<file path="src/sv/ip6tb_pkg.sv">
package ip6tb_pkg;

  localparam int unsigned GroupCount = 8;
  localparam int unsigned GroupWidth = 16;
  localparam int unsigned IdxWidth   = $clog2(GroupCount);

  localparam logic [7:0] CharNul   = 8'h00;
  localparam logic [7:0] CharColon = 8'h3A;
  localparam logic [7:0] CharZero  = 8'h30;
  localparam logic [7:0] CharNine  = 8'h39;
  localparam logic [7:0] CharLowA  = 8'h61;
  localparam logic [7:0] CharLowF  = 8'h66;
  localparam logic [7:0] CharUpA   = 8'h41;
  localparam logic [7:0] CharUpF   = 8'h46;
  localparam logic [3:0] HexTen    = 4'd10;

  typedef logic [GroupWidth-1:0] group_t;
  typedef logic [IdxWidth-1:0]   group_idx_t;

  typedef struct packed {
    logic [7:0] text_char;
    logic       end_of_text;
  } in_word_t;

  typedef struct packed {
    group_t group_0;
    group_t group_1;
    group_t group_2;
    group_t group_3;
    group_t group_4;
    group_t group_5;
    group_t group_6;
    group_t group_7;
    logic   group_overflow;
  } out_word_t;

  typedef struct packed {
    logic       hit;
    logic [3:0] value;
  } hex_t;

  function automatic hex_t hex_decode(logic [7:0] ch);
    hex_t r;
    logic [7:0] d;
    r = '{hit: 1'b0, value: 4'd0};
    d = 8'd0;
    if (ch >= CharZero && ch <= CharNine) begin
      d = ch - CharZero;
      r = '{hit: 1'b1, value: d[3:0]};
    end else if (ch >= CharLowA && ch <= CharLowF) begin
      d = ch - CharLowA;
      r = '{hit: 1'b1, value: d[3:0] + HexTen};
    end else if (ch >= CharUpA && ch <= CharUpF) begin
      d = ch - CharUpA;
      r = '{hit: 1'b1, value: d[3:0] + HexTen};
    end
    return r;
  endfunction

endpackage

</file>
<file path="src/sv/ip6tb_intf.sv">
interface ip6tb_in_if;
  logic                valid;
  logic                ready;
  ip6tb_pkg::in_word_t data;
  modport source (output valid, output data, input ready);
  modport sink   (input valid, input data, output ready);
endinterface

interface ip6tb_out_if;
  logic                 valid;
  logic                 ready;
  ip6tb_pkg::out_word_t data;
  modport source (output valid, output data, input ready);
  modport sink   (input valid, input data, output ready);
endinterface

</file>
<file path="src/sv/ipv6_text_to_binary.sv">
// IPv6 text-to-binary parser. Takes one address character per word on in_i
// (text_char, end_of_text) and returns one word on out_o with the eight 16-bit
// groups after '::' expansion, plus group_overflow when the text had more than
// eight groups (later digits are dropped and no expansion is done then). NUL is
// ignored but still honors end_of_text. One character is taken every cycle when
// in_i.ready is high; the word carrying end_of_text loads the result register,
// so out_o.valid rises in the cycle after it is accepted. The result register
// holds until taken; while it is full and unread, in_i.ready is low. After a
// result the parser is back in its reset state and the next character starts
// a new address.
module ipv6_text_to_binary (
  input  logic         clk_i,
  input  logic         rst_ni,
  ip6tb_in_if.sink     in_i,
  ip6tb_out_if.source  out_o
);
  import ip6tb_pkg::*;

  // parse state
  group_t     groups_q [GroupCount];
  group_t     groups_d [GroupCount];
  group_idx_t cur_q, cur_d;
  group_idx_t gap_q, gap_d;
  logic       gap_seen_q, gap_seen_d;
  logic       prev_colon_q, prev_colon_d;
  logic       first_q, first_d;
  logic       ovf_q, ovf_d;

  // result register
  logic       out_valid_q, out_valid_d;
  out_word_t  out_data_q, out_data_d;

  logic       in_fire;
  hex_t       hex;
  group_t     res [GroupCount];

  // a new word goes in whenever the result slot is free or being drained
  assign in_i.ready  = !out_valid_q || out_o.ready;
  assign in_fire     = in_i.valid && in_i.ready;
  assign hex         = hex_decode(in_i.data.text_char);

  // character update, before any end-of-text handling
  always_comb begin
    groups_d     = groups_q;
    cur_d        = cur_q;
    gap_d        = gap_q;
    gap_seen_d   = gap_seen_q;
    prev_colon_d = prev_colon_q;
    first_d      = first_q;
    ovf_d        = ovf_q;
    if (in_fire && in_i.data.text_char != CharNul) begin
      if (in_i.data.text_char == CharColon) begin
        if (!first_q && prev_colon_q) begin
          // '::' - last one wins, ignored once overflowed
          if (!ovf_q) begin
            gap_d      = cur_q;
            gap_seen_d = 1'b1;
          end
        end else if (!first_q) begin
          if (cur_q == group_idx_t'(GroupCount - 1)) begin
            ovf_d = 1'b1;
          end else begin
            cur_d = cur_q + group_idx_t'(1);
          end
        end
        prev_colon_d = 1'b1;
      end else begin
        if (hex.hit && !ovf_q) begin
          groups_d[cur_q] = {groups_q[cur_q][GroupWidth-5:0], hex.value};
        end
        prev_colon_d = 1'b0;
      end
      first_d = 1'b0;
    end
  end

  // '::' expansion on the updated groups: slide the tail up by fill places
  always_comb begin
    logic [IdxWidth:0] gap_c;
    logic [IdxWidth:0] fill;
    logic [IdxWidth:0] idx;
    gap_c = (gap_d > cur_d) ? {1'b0, cur_d} : {1'b0, gap_d};
    fill  = (IdxWidth+1)'(GroupCount - 1) - {1'b0, cur_d};
    for (int i = 0; i < GroupCount; i++) begin
      idx = (IdxWidth+1)'(i) - fill;
      if (!gap_seen_d || ovf_d) begin
        res[i] = groups_d[i];
      end else if ((IdxWidth+1)'(i) < gap_c) begin
        res[i] = groups_d[i];
      end else if ((IdxWidth+1)'(i) < gap_c + fill) begin
        res[i] = '0;
      end else begin
        res[i] = groups_d[idx[IdxWidth-1:0]];
      end
    end
  end

  always_comb begin
    out_valid_d = out_valid_q;
    out_data_d  = out_data_q;
    if (out_o.ready) begin
      out_valid_d = 1'b0;
    end
    if (in_fire && in_i.data.end_of_text) begin
      out_valid_d = 1'b1;
      out_data_d  = '{group_0: res[0], group_1: res[1], group_2: res[2],
                      group_3: res[3], group_4: res[4], group_5: res[5],
                      group_6: res[6], group_7: res[7], group_overflow: ovf_d};
    end
  end

  always_ff @(posedge clk_i or negedge rst_ni) begin
    if (!rst_ni) begin
      for (int i = 0; i < GroupCount; i++) begin
        groups_q[i] <= '0;
      end
      cur_q        <= '0;
      gap_q        <= '0;
      gap_seen_q   <= 1'b0;
      prev_colon_q <= 1'b0;
      first_q      <= 1'b1;
      ovf_q        <= 1'b0;
      out_valid_q  <= 1'b0;
    end else begin
      out_valid_q <= out_valid_d;
      if (in_fire && in_i.data.end_of_text) begin
        // address done: back to the reset state
        for (int i = 0; i < GroupCount; i++) begin
          groups_q[i] <= '0;
        end
        cur_q        <= '0;
        gap_q        <= '0;
        gap_seen_q   <= 1'b0;
        prev_colon_q <= 1'b0;
        first_q      <= 1'b1;
        ovf_q        <= 1'b0;
      end else begin
        groups_q     <= groups_d;
        cur_q        <= cur_d;
        gap_q        <= gap_d;
        gap_seen_q   <= gap_seen_d;
        prev_colon_q <= prev_colon_d;
        first_q      <= first_d;
        ovf_q        <= ovf_d;
      end
    end
  end

  always_ff @(posedge clk_i) begin
    out_data_q <= out_data_d;
  end

  assign out_o.valid = out_valid_q;
  assign out_o.data  = out_data_q;

endmodule

</file>
<file path="src/flat_wrapper.sv">
// flat-port wrapper written by rule: the top's interface ports become plain ports
module ipv6_text_to_binary_flat import ip6tb_pkg::*;
  (clk_i, rst_ni, in_i_valid, in_i_data, in_i_ready, out_o_valid, out_o_data, out_o_ready);
  ip6tb_in_if in_i_i ();
  ip6tb_out_if out_o_i ();
  input  logic clk_i;
  input  logic rst_ni;
  input wire logic [$bits(in_i_i.valid)-1:0] in_i_valid;
  input wire logic [$bits(in_i_i.data)-1:0] in_i_data;
  output wire logic [$bits(in_i_i.ready)-1:0] in_i_ready;
  output wire logic [$bits(out_o_i.valid)-1:0] out_o_valid;
  output wire logic [$bits(out_o_i.data)-1:0] out_o_data;
  input wire logic [$bits(out_o_i.ready)-1:0] out_o_ready;
  assign in_i_i.valid = in_i_valid;
  assign in_i_i.data = in_i_data;
  assign in_i_ready = in_i_i.ready;
  assign out_o_valid = out_o_i.valid;
  assign out_o_data = out_o_i.data;
  assign out_o_i.ready = out_o_ready;
  ipv6_text_to_binary u_core (.clk_i(clk_i), .rst_ni(rst_ni), .in_i(in_i_i), .out_o(out_o_i));
endmodule
</file>
<file path="config.mk">
export PLATFORM = sky130hd
export DESIGN_NAME = ipv6_text_to_binary_flat
export DESIGN_NICKNAME = d
export VERILOG_FILES = /design/src/sv/ip6tb_pkg.sv /design/src/sv/ip6tb_intf.sv /design/src/sv/ipv6_text_to_binary.sv /design/src/flat_wrapper.sv
export SDC_FILE = /design/constraint.sdc
export NUM_CORES = 1
export LEC_CHECK = 0
export ABC_AREA = 1
export BUFFER_PORTS_ARGS = -buffer_cell sky130_fd_sc_hd__buf_4
export CAP_MARGIN = 30
export CORE_MARGIN = 8
export CORE_UTILIZATION = 35
export CTS_BUF_LIST = sky130_fd_sc_hd__clkbuf_4
export CTS_CLUSTER_SIZE = 24
export DETAILED_ROUTE_END_ITERATION = 12
export HOLD_SLACK_MARGIN = 0.1
export MAX_ROUTING_LAYER = met4
export PLACE_DENSITY = 0.53
export REMOVE_ABC_BUFFERS = 1
export SLEW_MARGIN = 20
export SYNTH_ARGS = -nofsm -noshare
export SYNTH_HDL_FRONTEND = slang
export SYNTH_SLANG_ARGS = --single-unit
</file>
<file path="constraint.sdc">
create_clock -name clk_i -period 6.3 [get_ports clk_i]
set_input_delay 0.315 -clock clk_i [delete_from_list [all_inputs] [get_ports clk_i]]
set_output_delay 0.315 -clock clk_i [all_outputs]
set_load 0.05 [all_outputs]
</file>
After elaboration in Yosys (flattened, before gate mapping)
Index checks and enable logic that the tools add are counted.

Input bits: 13. Output and inout port bits: 131. Logic and storage cells: 193. Flip-flop bits (word level): 268.

Reductions and logical operators: 18. Add/sub/neg operators: 16. Muxes and demuxes: 91. Bitwise gates (word level): 9. $lt $le $gt $ge: 33. Equal/unequal tests: 2.

Operators by type and width (number): two-way mux 16 bit (41); two-way mux 128 bit (4); binary-select mux 16 bit (select 3 bit) (9); bitwise mux 128 bit (1); demux 16 bit (select 3 bit) (1); greater-or-equal comparator 4 bit, second input constant (9); two-way mux 3 bit (12); inverter 3 -> 4 bit (9); less-than comparator 3 x 4 -> 1 bit, first input constant (8); two-way mux 12 bit (2); two-way mux 1 bit (18); greater-or-equal comparator 8 x 7 -> 1 bit, second input constant (2); less-or-equal comparator 8 x 7 -> 1 bit, second input constant (2); less-than comparator 1 x 4 -> 1 bit, first input constant (4); less-than comparator 2 x 4 -> 1 bit, first input constant (4); two-way mux 5 bit (3); subtractor 3 bit, first input constant (4); subtractor 4 x 1 -> 4 bit, second input constant (3); logical AND 1 bit (9); adder 4 bit, second input constant (2); == test 8 x 6 -> 1 bit, second input constant (1); greater-or-equal comparator 8 x 6 -> 1 bit, second input constant (1); less-or-equal comparator 8 x 6 -> 1 bit, second input constant (1); nonzero test 8 bit (1); 11 further kinds (18).

Depth between registers and ports, before layout
Gate-level depths: netlist of the first run.

Depth after elaboration: 15. Mapped depth: 33. Mapped depth without buffers: 31.

Worst setup path after synthesis of the first run
Ideal clock, no wire load.

Path type: reg2reg. Start point: register u_core.out_valid_q, in the netlist u_core.out_o.valid. End point: register u_core.out_data_q (netlist bit u_core.out_o.data[0]), enable pin. Cell stages (with the launch flop): 5. Path slack: 1011 ps. Required time: 5755 ps. Path buffers: 1. Library setup time: 545 ps. Period minus slack after synthesis: 5289 ps. Arrival time: 4744 ps. Cells stage by stage: dfrtp_1 -> a21boi_2 -> nand2_1 -> inv_1 -> clkbuf_1.

Cells in the longest elaborated chain, start to end: 4.

RTL lines: start: declaration (line ipv6_text_to_binary.sv:30) `logic out_valid_q, out_valid_d;`; start signal: assignment (line ipv6_text_to_binary.sv:125) `out_valid_q <= out_valid_d;`; logical NOT 1 bit (line ipv6_text_to_binary.sv:38) `assign in_i.ready = !out_valid_q || out_o.ready;`; logical OR 1 bit (line ipv6_text_to_binary.sv:38); logical AND 1 bit (line ipv6_text_to_binary.sv:39) `assign in_fire = in_i.valid && in_i.ready;`; logical AND 1 bit (line ipv6_text_to_binary.sv:104) `if (in_fire && in_i.data.end_of_text) begin`; end signal: assignment (line ipv6_text_to_binary.sv:150) `out_data_q <= out_data_d;`; end: declaration (line ipv6_text_to_binary.sv:31) `out_word_t out_data_q, out_data_d;`.

Every way passes these cells. A chain may end at the register's enable or synchronous reset.

==> flow_metrics.tcl, run 1 <==
set metrics [dict create \
    most-common-layout-cells "nand3_1, nand2_1, buf_4, dfrtp_1, a21oi_1" \
    whs_ps 136 \
    clock_sinks 268 \
    synthArstFlopShare_pct 51.9 \
    hp-class "in -> async" \
    fp.dieH_um 242 \
    power_frac_comb_pct 8.8 \
    antenna_found_initial 2 \
    internal_power_mw 2.86 \
    drc 0 \
    drt_iter0_markers 2297 \
    rows 82 \
    placed_area_sq_um 19500 \
    fin_area_sq_um 20700 \
    first_global_vias 19000 \
    final_common_cell "nand3_1" \
    cts_setup_buffers 0 \
    worstPathArrival_ps 6540 \
    grt_max_degree 122 \
    cts_tree "yes" \
    clk_latency_ps 830 \
    clock_skew_ps 53.3 \
    outcome "complete, no violations" \
    postLayoutCoreUtil_pct 41.3 \
    start_util_pct 35.5 \
    synth_cell_type_count 44 \
    synth_area_per_cell_sq_um 7.01 \
    wirelength_mm 81.6 \
    netlist_instances 2542 \
    nNetsFinal 2708 \
    path_max_fanout 16 \
    fill_cells 5308 \
    r2r_start "u_core.out_o.valid" \
    port_buffers 143 \
    coreArea_sq_um 50200 \
    cts_buffers 80 \
    die_w_um 242 \
    setup_violations 0 \
    clkTransAtPathRegs_ps 80 \
    io-pin-count 144 \
    max_freq_ghz 0.170 \
    finalCritPeriodShare_pct 93.4 \
    synth_area_sq_um 17800 \
    ant_nets 0 \
    grt_overflow_total 0 \
    p_seq_share_pct 47.0 \
    r2r_setup_slack_ps 1150 \
    worst_pin_slew_ps 1030 \
    vias 20000 \
    switching_share_pct 28.8 \
    setup_tns_ps 0 \
    rsz0062_at_grt "false" \
    yosysWarningCount 0 \
    worstSetupEndpointType "flop" \
    relSlewSlack_pct 31.2 \
    ir_drop_uv 91.4 \
    grt_pass1_wl_mm 119 \
    crit_top_cell "nand2_1" \
    dpl.hpwl_mm 47.9 \
    hold_viol 0 \
    synth_edf_count 129 \
    design.die.area_sq_um 58400 \
    drt_pass1_iterations 6 \
    worstPathRequired_ps 6960 \
    cp_slowest_cell "nor2_4" \
    reg2reg_to "u_core.out_o.data[122]" \
    avgRoutedWirePerCell_um 23.9 \
    r2r_cells 26 \
    slowest_delay_ps 610 \
    finalCriticalPeriod_ps 5880 \
    synth_ff_type "dfrtp_1" \
    cap_violations 0 \
    power_switching_mw 1.16 \
    routabilityCongestion 0.935 \
    crit_type "in -> reg" \
    cts_max_level 3 \
    leakage_nw 10.5 \
    final-max-slew-violation-count 0 \
    synth-seq-area-share_pct 41.3 \
    start_kind "input pin" \
    total_power_mw 4.02 \
    syn_to_final_growth_pct 16.3 \
    drive_above_1_share_pct 13.8 \
    clk_root_buffer_cell "clkbuf_4" \
    track_usage_pct 27.5 \
    clockBufferDepth 3 \
    synth_seq_cells 268 \
    viasPerCell 5.83 \
    p_clk_share_pct 44.2 \
    cts_resized 0 \
    powerDensity_nw_per_um2 194 \
]
[registers in the layout, indices dropped and copies added (netlist names)]
name                 cells
u_core.out_o.valid       1
u_core.groups_q        128
u_core.gap_q             3
u_core.gap_seen_q        1
u_core.out_o.data      129
u_core.cur_q             3
u_core.ovf_q             1
u_core.first_q           1
u_core.prev_colon_q      1
[critical path: cells and delay by family]
kind	cells	cell delay, ps
adders and majority gates	3	950
xor gates and xnor gates	1	200
and+or+nand+nor	19	2730
buffers and inverters	10	2320
[worst max path at each step]
stage,start,cells after the start,slack (ps),to
5_1_grt,in_i_data[3],33,20,u_core.out_o.data[122]
4_1_cts,in_i_data[3],33,550,u_core.out_o.data[116]
2_1_floorplan,u_core.cur_q[0],14,-3250,u_core.out_o.data[17]
3_5_place_dp,in_i_data[1],29,1080,u_core.out_o.data[128]
3_3_place_gp,in_i_data[1],29,1100,u_core.out_o.data[122]
6_report,in_i_data[3],33,420,u_core.out_o.data[122]
[cells by family after synthesis]
group / synth area share [%]
and+or+nand+nor: 46.4
DFF: 41.3
adders and majority gates: 1.10
buffers and inverters: 5.15
AOI/OAI and AO/OA: 5.81
xor gates and xnor gates: 0.239
[cells in the mapped netlist, drive strengths merged (2+ instances only)]
| cell | count | area (sq um) |
|---|---|---|
| buf | 80 | 424 |
| nand4 | 4 | 31.3 |
| or2 | 2 | 12.5 |
| nand3 | 909 | 4570 |
| edfxtp | 129 | 3870 |
| clkbuf | 67 | 251 |
| o21ai | 52 | 275 |
| inv | 61 | 231 |
| nor3 | 9 | 45.0 |
| o21bai | 3 | 22.5 |
| dfrtp | 138 | 3450 |
| a21oi | 135 | 706 |
| xnor2 | 2 | 25.0 |
| nor2 | 139 | 627 |
| clkinv | 3 | 11.3 |
| xor2 | 2 | 17.5 |
| ha | 14 | 175 |
| nand2 | 786 | 2980 |
[layout make-up]
cell class	instances	area, sq um	share of cell area [%]
Antenna cell	2	5.00	0.0242
Clock buffer	119	893	4.31
Clock inverter	30	148	0.712
Inverter	64	251	1.21
Multi-Input combinational cell	2063	9590	46.3
Sequential cell	268	7350	35.5
Tap cell	672	841	4.06
Timing Repair Buffer	203	1640	7.90
[power by group through the flow]
stage | combinational (mW) | clock (mW) | sequential (mW)
2_1_floorplan | 0.106 | 0 | 2.03
3_3_place_gp | 0.346 | 0 | 1.92
3_5_place_dp | 0.349 | 0 | 1.92
4_1_cts | 0.355 | 1.83 | 1.89
5_1_grt | 0.376 | 1.91 | 1.89
6_report | 0.354 | 1.78 | 1.89
[per-stage QoR]
stage	setup WS, ps	cells
after global routing	21.5	3421
after CTS	552	3416
final	415	3421
after global placement	1100	3253
after floorplan	-3250	2395
after detailed placement	1080	3255
[routing by layer]
layer | vias to the layer above | global-route usage [%] | wire length (um) | share of wire (%)
li1 | 9139 | - | - | -
met3 | 361 | 6.35 | 8250 | 10
met1 | 9214 | 33.1 | 31800 | 39
met2 | 1240 | 41.7 | 36100 | 44
met4 | 0 | 17.1 | 5490 | 6.7
met5 | - | - | 0 | 0
[timing repair]
item | in CTS | in global routing
hold buffers | 12 | 0
setup endpoints to repair | 0 | 2
hold endpoints to repair | 87 | 0
Note: power is estimated with default switching activity, not from simulation.
==> run 2, diff against run 1 <==
==> constraint.sdc (replaced) <==
create_clock -name clk_i -period 6.3 [get_ports clk_i]
set_input_delay 0 -clock clk_i [delete_from_list [all_inputs] [get_ports clk_i]]
set_output_delay 0 -clock clk_i [all_outputs]
set_load 0.05 [all_outputs]
==> run 2 against run 1 <==
- final area rose by 1.3%
- cell count grew 0.58%
- clock skew is 18 ps higher
- power grew 2.1%
- worst setup slack gained 9.3 ps
- sequential cell count did not move
- via count increased by 0.47%
- worst hold slack better by 120 ps
- critical path type unchanged
- highest routed layer unchanged
==> flow_metrics.tcl, run 2 (synthesized netlist as in run 1, its figures left out) <==
set metrics [dict create \
    clkTransAtPathRegs_ps 60 \
    start_kind "input pin" \
    cts_buffers 82 \
    reg2reg_to "u_core.out_o.data[113]" \
    clockBufferDepth 3 \
    numPlacedInstances 3252 \
    setup_violations 0 \
    finalCritPeriodShare_pct 93.3 \
    outcome "complete, no violations" \
    vias 20000 \
    r2r_start "u_core.out_o.valid" \
    cts_max_level 3 \
    routabilityCongestion 0.923 \
    worstPathRequired_ps 6950 \
    hold_viol 0 \
    port_buffers 143 \
    viasPerCell 5.83 \
    placed_area_sq_um 19500 \
    hp-class "in -> async" \
    antenna_found_initial 3 \
    relSlewSlack_pct 24.6 \
    max_freq_ghz 0.170 \
    finalCriticalPeriod_ps 5880 \
    worstSetupEndpointType "flop" \
    ir_drop_uv 96.4 \
    grt_overflow_total 0 \
    drt_pass1_iterations 6 \
    slowest_delay_ps 680 \
    total_power_mw 4.10 \
    most-common-layout-cells "nand3_1, nand2_1, buf_4, dfrtp_1, a21oi_1" \
    crit_type "in -> reg" \
    grt_pass1_wl_mm 121 \
    clk_latency_ps 850 \
    cts_tree "yes" \
    stdcell_count 3441 \
    clock_sinks 268 \
    clk_root_buffer_cell "clkbuf_4" \
    r2r_cells 26 \
    fill_cells 5276 \
    crit_top_cell "nand2_1" \
    die_w_um 242 \
    worst_slack_ps 425 \
    fin_area_sq_um 21000 \
    place_ws_ps 771 \
    avgRoutedWirePerCell_um 23.9 \
    coreArea_sq_um 50200 \
    first_global_vias 19200 \
    wirelength_mm 82.1 \
    dpl.hpwl_mm 48.0 \
    leakage_nw 10.6 \
    cap_violations 0 \
    syn_to_final_growth_pct 17.8 \
    rsz0062_at_grt "false" \
    track_usage_pct 27.8 \
    drc 0 \
    worst_pin_slew_ps 1130 \
    drt_iter0_markers 2708 \
    final-max-slew-violation-count 0 \
    powerDensity_nw_per_um2 196 \
    fp.dieH_um 242 \
    rows 82 \
    cp_slowest_cell "nor2_4" \
    grt_max_degree 156 \
    setup_tns_ps 0 \
    io-pin-count 144 \
    r2r_setup_slack_ps 700 \
    clock_skew_ps 71.0 \
    design.die.area_sq_um 58400 \
    path_max_fanout 16 \
    drive_above_1_share_pct 14.0 \
    worstPathArrival_ps 6530 \
    largest_register_ffs 129 \
    final_common_cell "nand3_1" \
    nNetsFinal 2725 \
    ant_nets 0 \
    start_util_pct 35.5 \
]
## run 2: changes by cell type in the layout (fill, tap and decap cells not counted), moves of 2 or more
cell	delta
dlygate4sd3_1	+17
clkbuf_4	+11
clkinv_1	-5
clkinv_2	-5
buf_4	-4
buf_16	+2
inv_2	+2
nor2_2	-2
nor2_4	+2
## run 2: through the flow
step | hold slack [ps] | utilization, %
floorplan | -296 | -
global placement | 124 | 38.7
detailed placement | 115 | 38.9
CTS | 265 | 41.7
global route | 273 | 41.8
finish | 258 | 41.8
## run 2: metal layers
| metal | global-route usage [%] | wire, um |
|---|---|---|
| met5 | - | 0 |
| met4 | 16.1 | 5000 |
| met3 | 6.31 | 8250 |
| met2 | 42.2 | 36300 |
| met1 | 33.9 | 32600 |
## run 2: worst max-delay path, delay by kind of cell
kind / cells / cell delay (ps)
XOR/XNOR: 1 / 200
AND/OR/NAND/NOR: 18 / 2790
buffers and inverters: 11 / 2570
adder cells (fa/ha/maj): 3 / 930
## run 2: power breakdown
| group | internal [mW] | switching (mW) |
|---|---|---|
| clock | 0.975 | 0.872 |
| combinational | 0.0911 | 0.276 |
| sequential | 1.87 | 0.0178 |
## run 2: worst max-delay path by stage
| stage | startpoint | to | slack (ps) | cells past startpoint |
|---|---|---|---|---|
| after floorplan | u_core.cur_q[0] | u_core.out_o.data[17] | -3250 | 14 |
| after global placement | u_core.out_o.valid | u_core.out_o.data[120] | 850 | 26 |
| after detailed placement | u_core.out_o.valid | u_core.out_o.data[113] | 770 | 26 |
| after CTS | in_i_data[3] | u_core.out_o.data[113] | 610 | 33 |
| after global routing | in_i_data[3] | u_core.out_o.data[113] | 130 | 33 |
| final | in_i_data[3] | u_core.out_o.data[113] | 420 | 33 |
## run 2: timing repair
| item | in CTS | in global routing |
|---|---|---|
| hold buffers | 30 | 0 |
| hold endpoints to repair | 213 | 0 |
| setup endpoints to repair | 0 | 0 |
| setup buffers | 0 | 0 |
| resized for setup | 0 | 0 |
## run 2: final cells by class
class,instances,area (sq um),share of cell area (%)
Sequential cell,268,7350,35.0
Clock buffer,130,976,4.65
Inverter,64,251,1.20
Timing Repair Buffer,218,1830,8.73
Multi-Input combinational cell,2063,9610,45.8
Clock inverter,23,119,0.566
Tap cell,672,841,4.01
Antenna cell,3,7.51,0.0358
==> run 3, diff against run 2 <==
--- a/config.mk
+++ b/config.mk
@@ -15,7 +15,7 @@
 export DETAILED_ROUTE_END_ITERATION = 12
 export HOLD_SLACK_MARGIN = 0.1
 export MAX_ROUTING_LAYER = met4
-export PLACE_DENSITY = 0.53
+export PLACE_DENSITY = 0.55
 export REMOVE_ABC_BUFFERS = 1
 export SLEW_MARGIN = 20
 export SYNTH_ARGS = -nofsm -noshare
==> constraint.sdc (replaced) <==
create_clock -name clk_i -period 4.8 [get_ports clk_i]
set_input_delay 0 -clock clk_i [delete_from_list [all_inputs] [get_ports clk_i]]
set_output_delay 0 -clock clk_i [all_outputs]
set_load 0.05 [all_outputs]
==> run 3 against run 2 <==
- clock-buffer cell count shrank 7
- sequential power grew 31%
- cell count grew 0.96%
- clock power grew 28%
- largest power group unchanged
- largest cell class unchanged
- critical endpoint is now u_core.out_o.data[66]
==> flow_metrics.tcl, run 3 (synthesized netlist as in run 1, its figures left out) <==
set metrics [dict create \
    outcome "complete, no violations" \
    p_clk_share_pct 44.4 \
    io-pin-count 144 \
    track_usage_pct 27.7 \
    power_switching_mw 1.53 \
    dpl.hpwl_mm 49.8 \
    total_power_mw 5.33 \
    ir_drop_uv 119 \
    viasPerCell 5.87 \
    largest_register_ffs 129 \
    grt_pass1_wl_mm 120 \
    switching_share_pct 28.7 \
    antenna_found_initial 4 \
    drt_pass1_iterations 8 \
    port_buffers 143 \
    worstPathRequired_ps 5470 \
    powerDensity_nw_per_um2 251 \
    drc 0 \
    start_util_pct 35.5 \
    worstSetupEndpointType "flop" \
    cp_slowest_cell "inv_2" \
    whs_ps 301 \
    routabilityCongestion 0.934 \
    grt_overflow_total 0 \
    start_kind "input pin" \
    worstPathArrival_ps 5230 \
    cts_tree "yes" \
    grt_max_degree 130 \
    fill_cells 5241 \
    final_common_cell "nand3_1" \
    hp-class "in -> async" \
    cts_max_level 3 \
    cap_violations 0 \
    nNetsFinal 2755 \
    p_seq_share_pct 46.5 \
    cts_buffers 81 \
    crit_top_cell "nand2_1" \
    r2r_setup_slack_ps 270 \
    power_frac_comb_pct 9.2 \
    die_w_um 242 \
    path_max_fanout 17 \
    setup_violations 0 \
    first_global_vias 19200 \
    clockBufferDepth 3 \
    hold_viol 0 \
    reg2reg_to "u_core.out_o.data[66]" \
    slowest_delay_ps 630 \
    coreArea_sq_um 50200 \
    fp.dieH_um 242 \
    clock_skew_ps 52.9 \
    clkTransAtPathRegs_ps 70 \
    most-common-layout-cells "nand3_1, nand2_1, buf_4, dfrtp_1, a21oi_1" \
    clk_root_buffer_cell "clkbuf_4" \
    drt_iter0_markers 2685 \
    finalCriticalPeriod_ps 4560 \
    final-max-slew-violation-count 0 \
    rows 82 \
    relSlewSlack_pct 29.4 \
    avgRoutedWirePerCell_um 23.8 \
    ant_nets 0 \
    vias 20400 \
    r2r_start "u_core.out_o.valid" \
    drive_above_1_share_pct 14.8 \
    finalCritPeriodShare_pct 95.1 \
    wirelength_mm 82.7 \
    syn_to_final_growth_pct 19.1 \
    worst_pin_slew_ps 1060 \
    r2r_cells 24 \
    design.die.area_sq_um 58400 \
    leakage_nw 10.7 \
    clk_latency_ps 850 \
    max_freq_ghz 0.219 \
    crit_type "in -> reg" \
    clock_sinks 268 \
    internal_power_mw 3.80 \
]
[run 3: changes by cell type in the layout (fill, tap and decap cells not counted), moves of 2 or more]
| cell | delta |
|---|---|
| buf_4 | +29 |
| buf_16 | -2 |
| diode_2 | +3 |
| nor2_4 | -2 |
| nor2_2 | +3 |
| clkinv_1 | +5 |
| buf_12 | +2 |
| clkbuf_4 | -7 |
| dlygate4sd3_1 | +2 |
[run 3: stage by stage]
step / area, sq um / utilization, % / instances / worst slack, ps / setup TNS (ps)
finish: 21200 / 42.3 / 3474 / 236 / 0
global route: 21200 / 42.3 / 3472 / -0.691 / -0.691
CTS: 21100 / 42.0 / 3460 / 70.1 / 0
detailed placement: 19600 / 39.2 / 3275 / 98.8 / 0
global placement: 19600 / 39.1 / 3274 / 173 / 0
floorplan: 17100 / - / 2395 / -4750 / -760350
[run 3: cell type report]
| class | instances | area (sq um) | area share (%) |
|---|---|---|---|
| inverters | 64 | 254 | 1.20 |
| well taps | 672 | 841 | 3.96 |
| repair buffers | 249 | 2070 | 9.73 |
| flip-flops and latches | 268 | 7350 | 34.7 |
| clock inverters | 29 | 141 | 0.666 |
| clock buffers | 123 | 923 | 4.35 |
| diodes | 6 | 15.0 | 0.0708 |
| multi-input cells | 2063 | 9630 | 45.4 |
[run 3: what timing repair did]
item / 4_1_cts / 5_1_grt
hold endpoints to repair: 297 / 0
buffers inserted: 0 / 7
hold buffers: 33 / 0
endpoints found under the setup margin: 0 / 94
resized for setup: 0 / 12
[run 3: worst max path at each step]
stage,start,to,slack [ps]
2_1_floorplan,u_core.cur_q[0],u_core.out_o.data[17],-4750
3_3_place_gp,u_core.out_o.valid,u_core.out_o.data[126],170
3_5_place_dp,u_core.out_o.valid,u_core.out_o.data[117],100
4_1_cts,u_core.out_o.valid,u_core.out_o.data[125],70
5_1_grt,in_i_data[7],u_core.out_o.data[119],-0.7
6_report,in_i_data[5],u_core.out_o.data[66],240
[run 3: metal layers]
| metal | vias to the layer above | share of wire [%] | global-route usage, % |
|---|---|---|---|
| met3 | 330 | 11 | 7.28 |
| met5 | - | 0 | - |
| li1 | 9230 | - | - |
| met1 | 9481 | 39 | 34.0 |
| met2 | 1346 | 43 | 40.2 |
| met4 | 0 | 6.6 | 17.6 |
[run 3: worst max-delay path: cells and delay by family]
family	cells	cell delay (ps)
AOI/OAI and AO/OA	1	270
xor gates and xnor gates	1	190
adders and majority gates	3	940
buffers and inverters	8	2220
and+or+nand+nor	16	1570
[run 3: power by group through the flow]
stage	sequential (mW)	combinational (mW)	clock, mW
6_report	2.48	0.489	2.37
5_1_grt	2.48	0.518	2.55
4_1_cts	2.48	0.484	2.42
3_5_place_dp	2.52	0.459	0
3_3_place_gp	2.52	0.456	0
2_1_floorplan	2.67	0.139	0
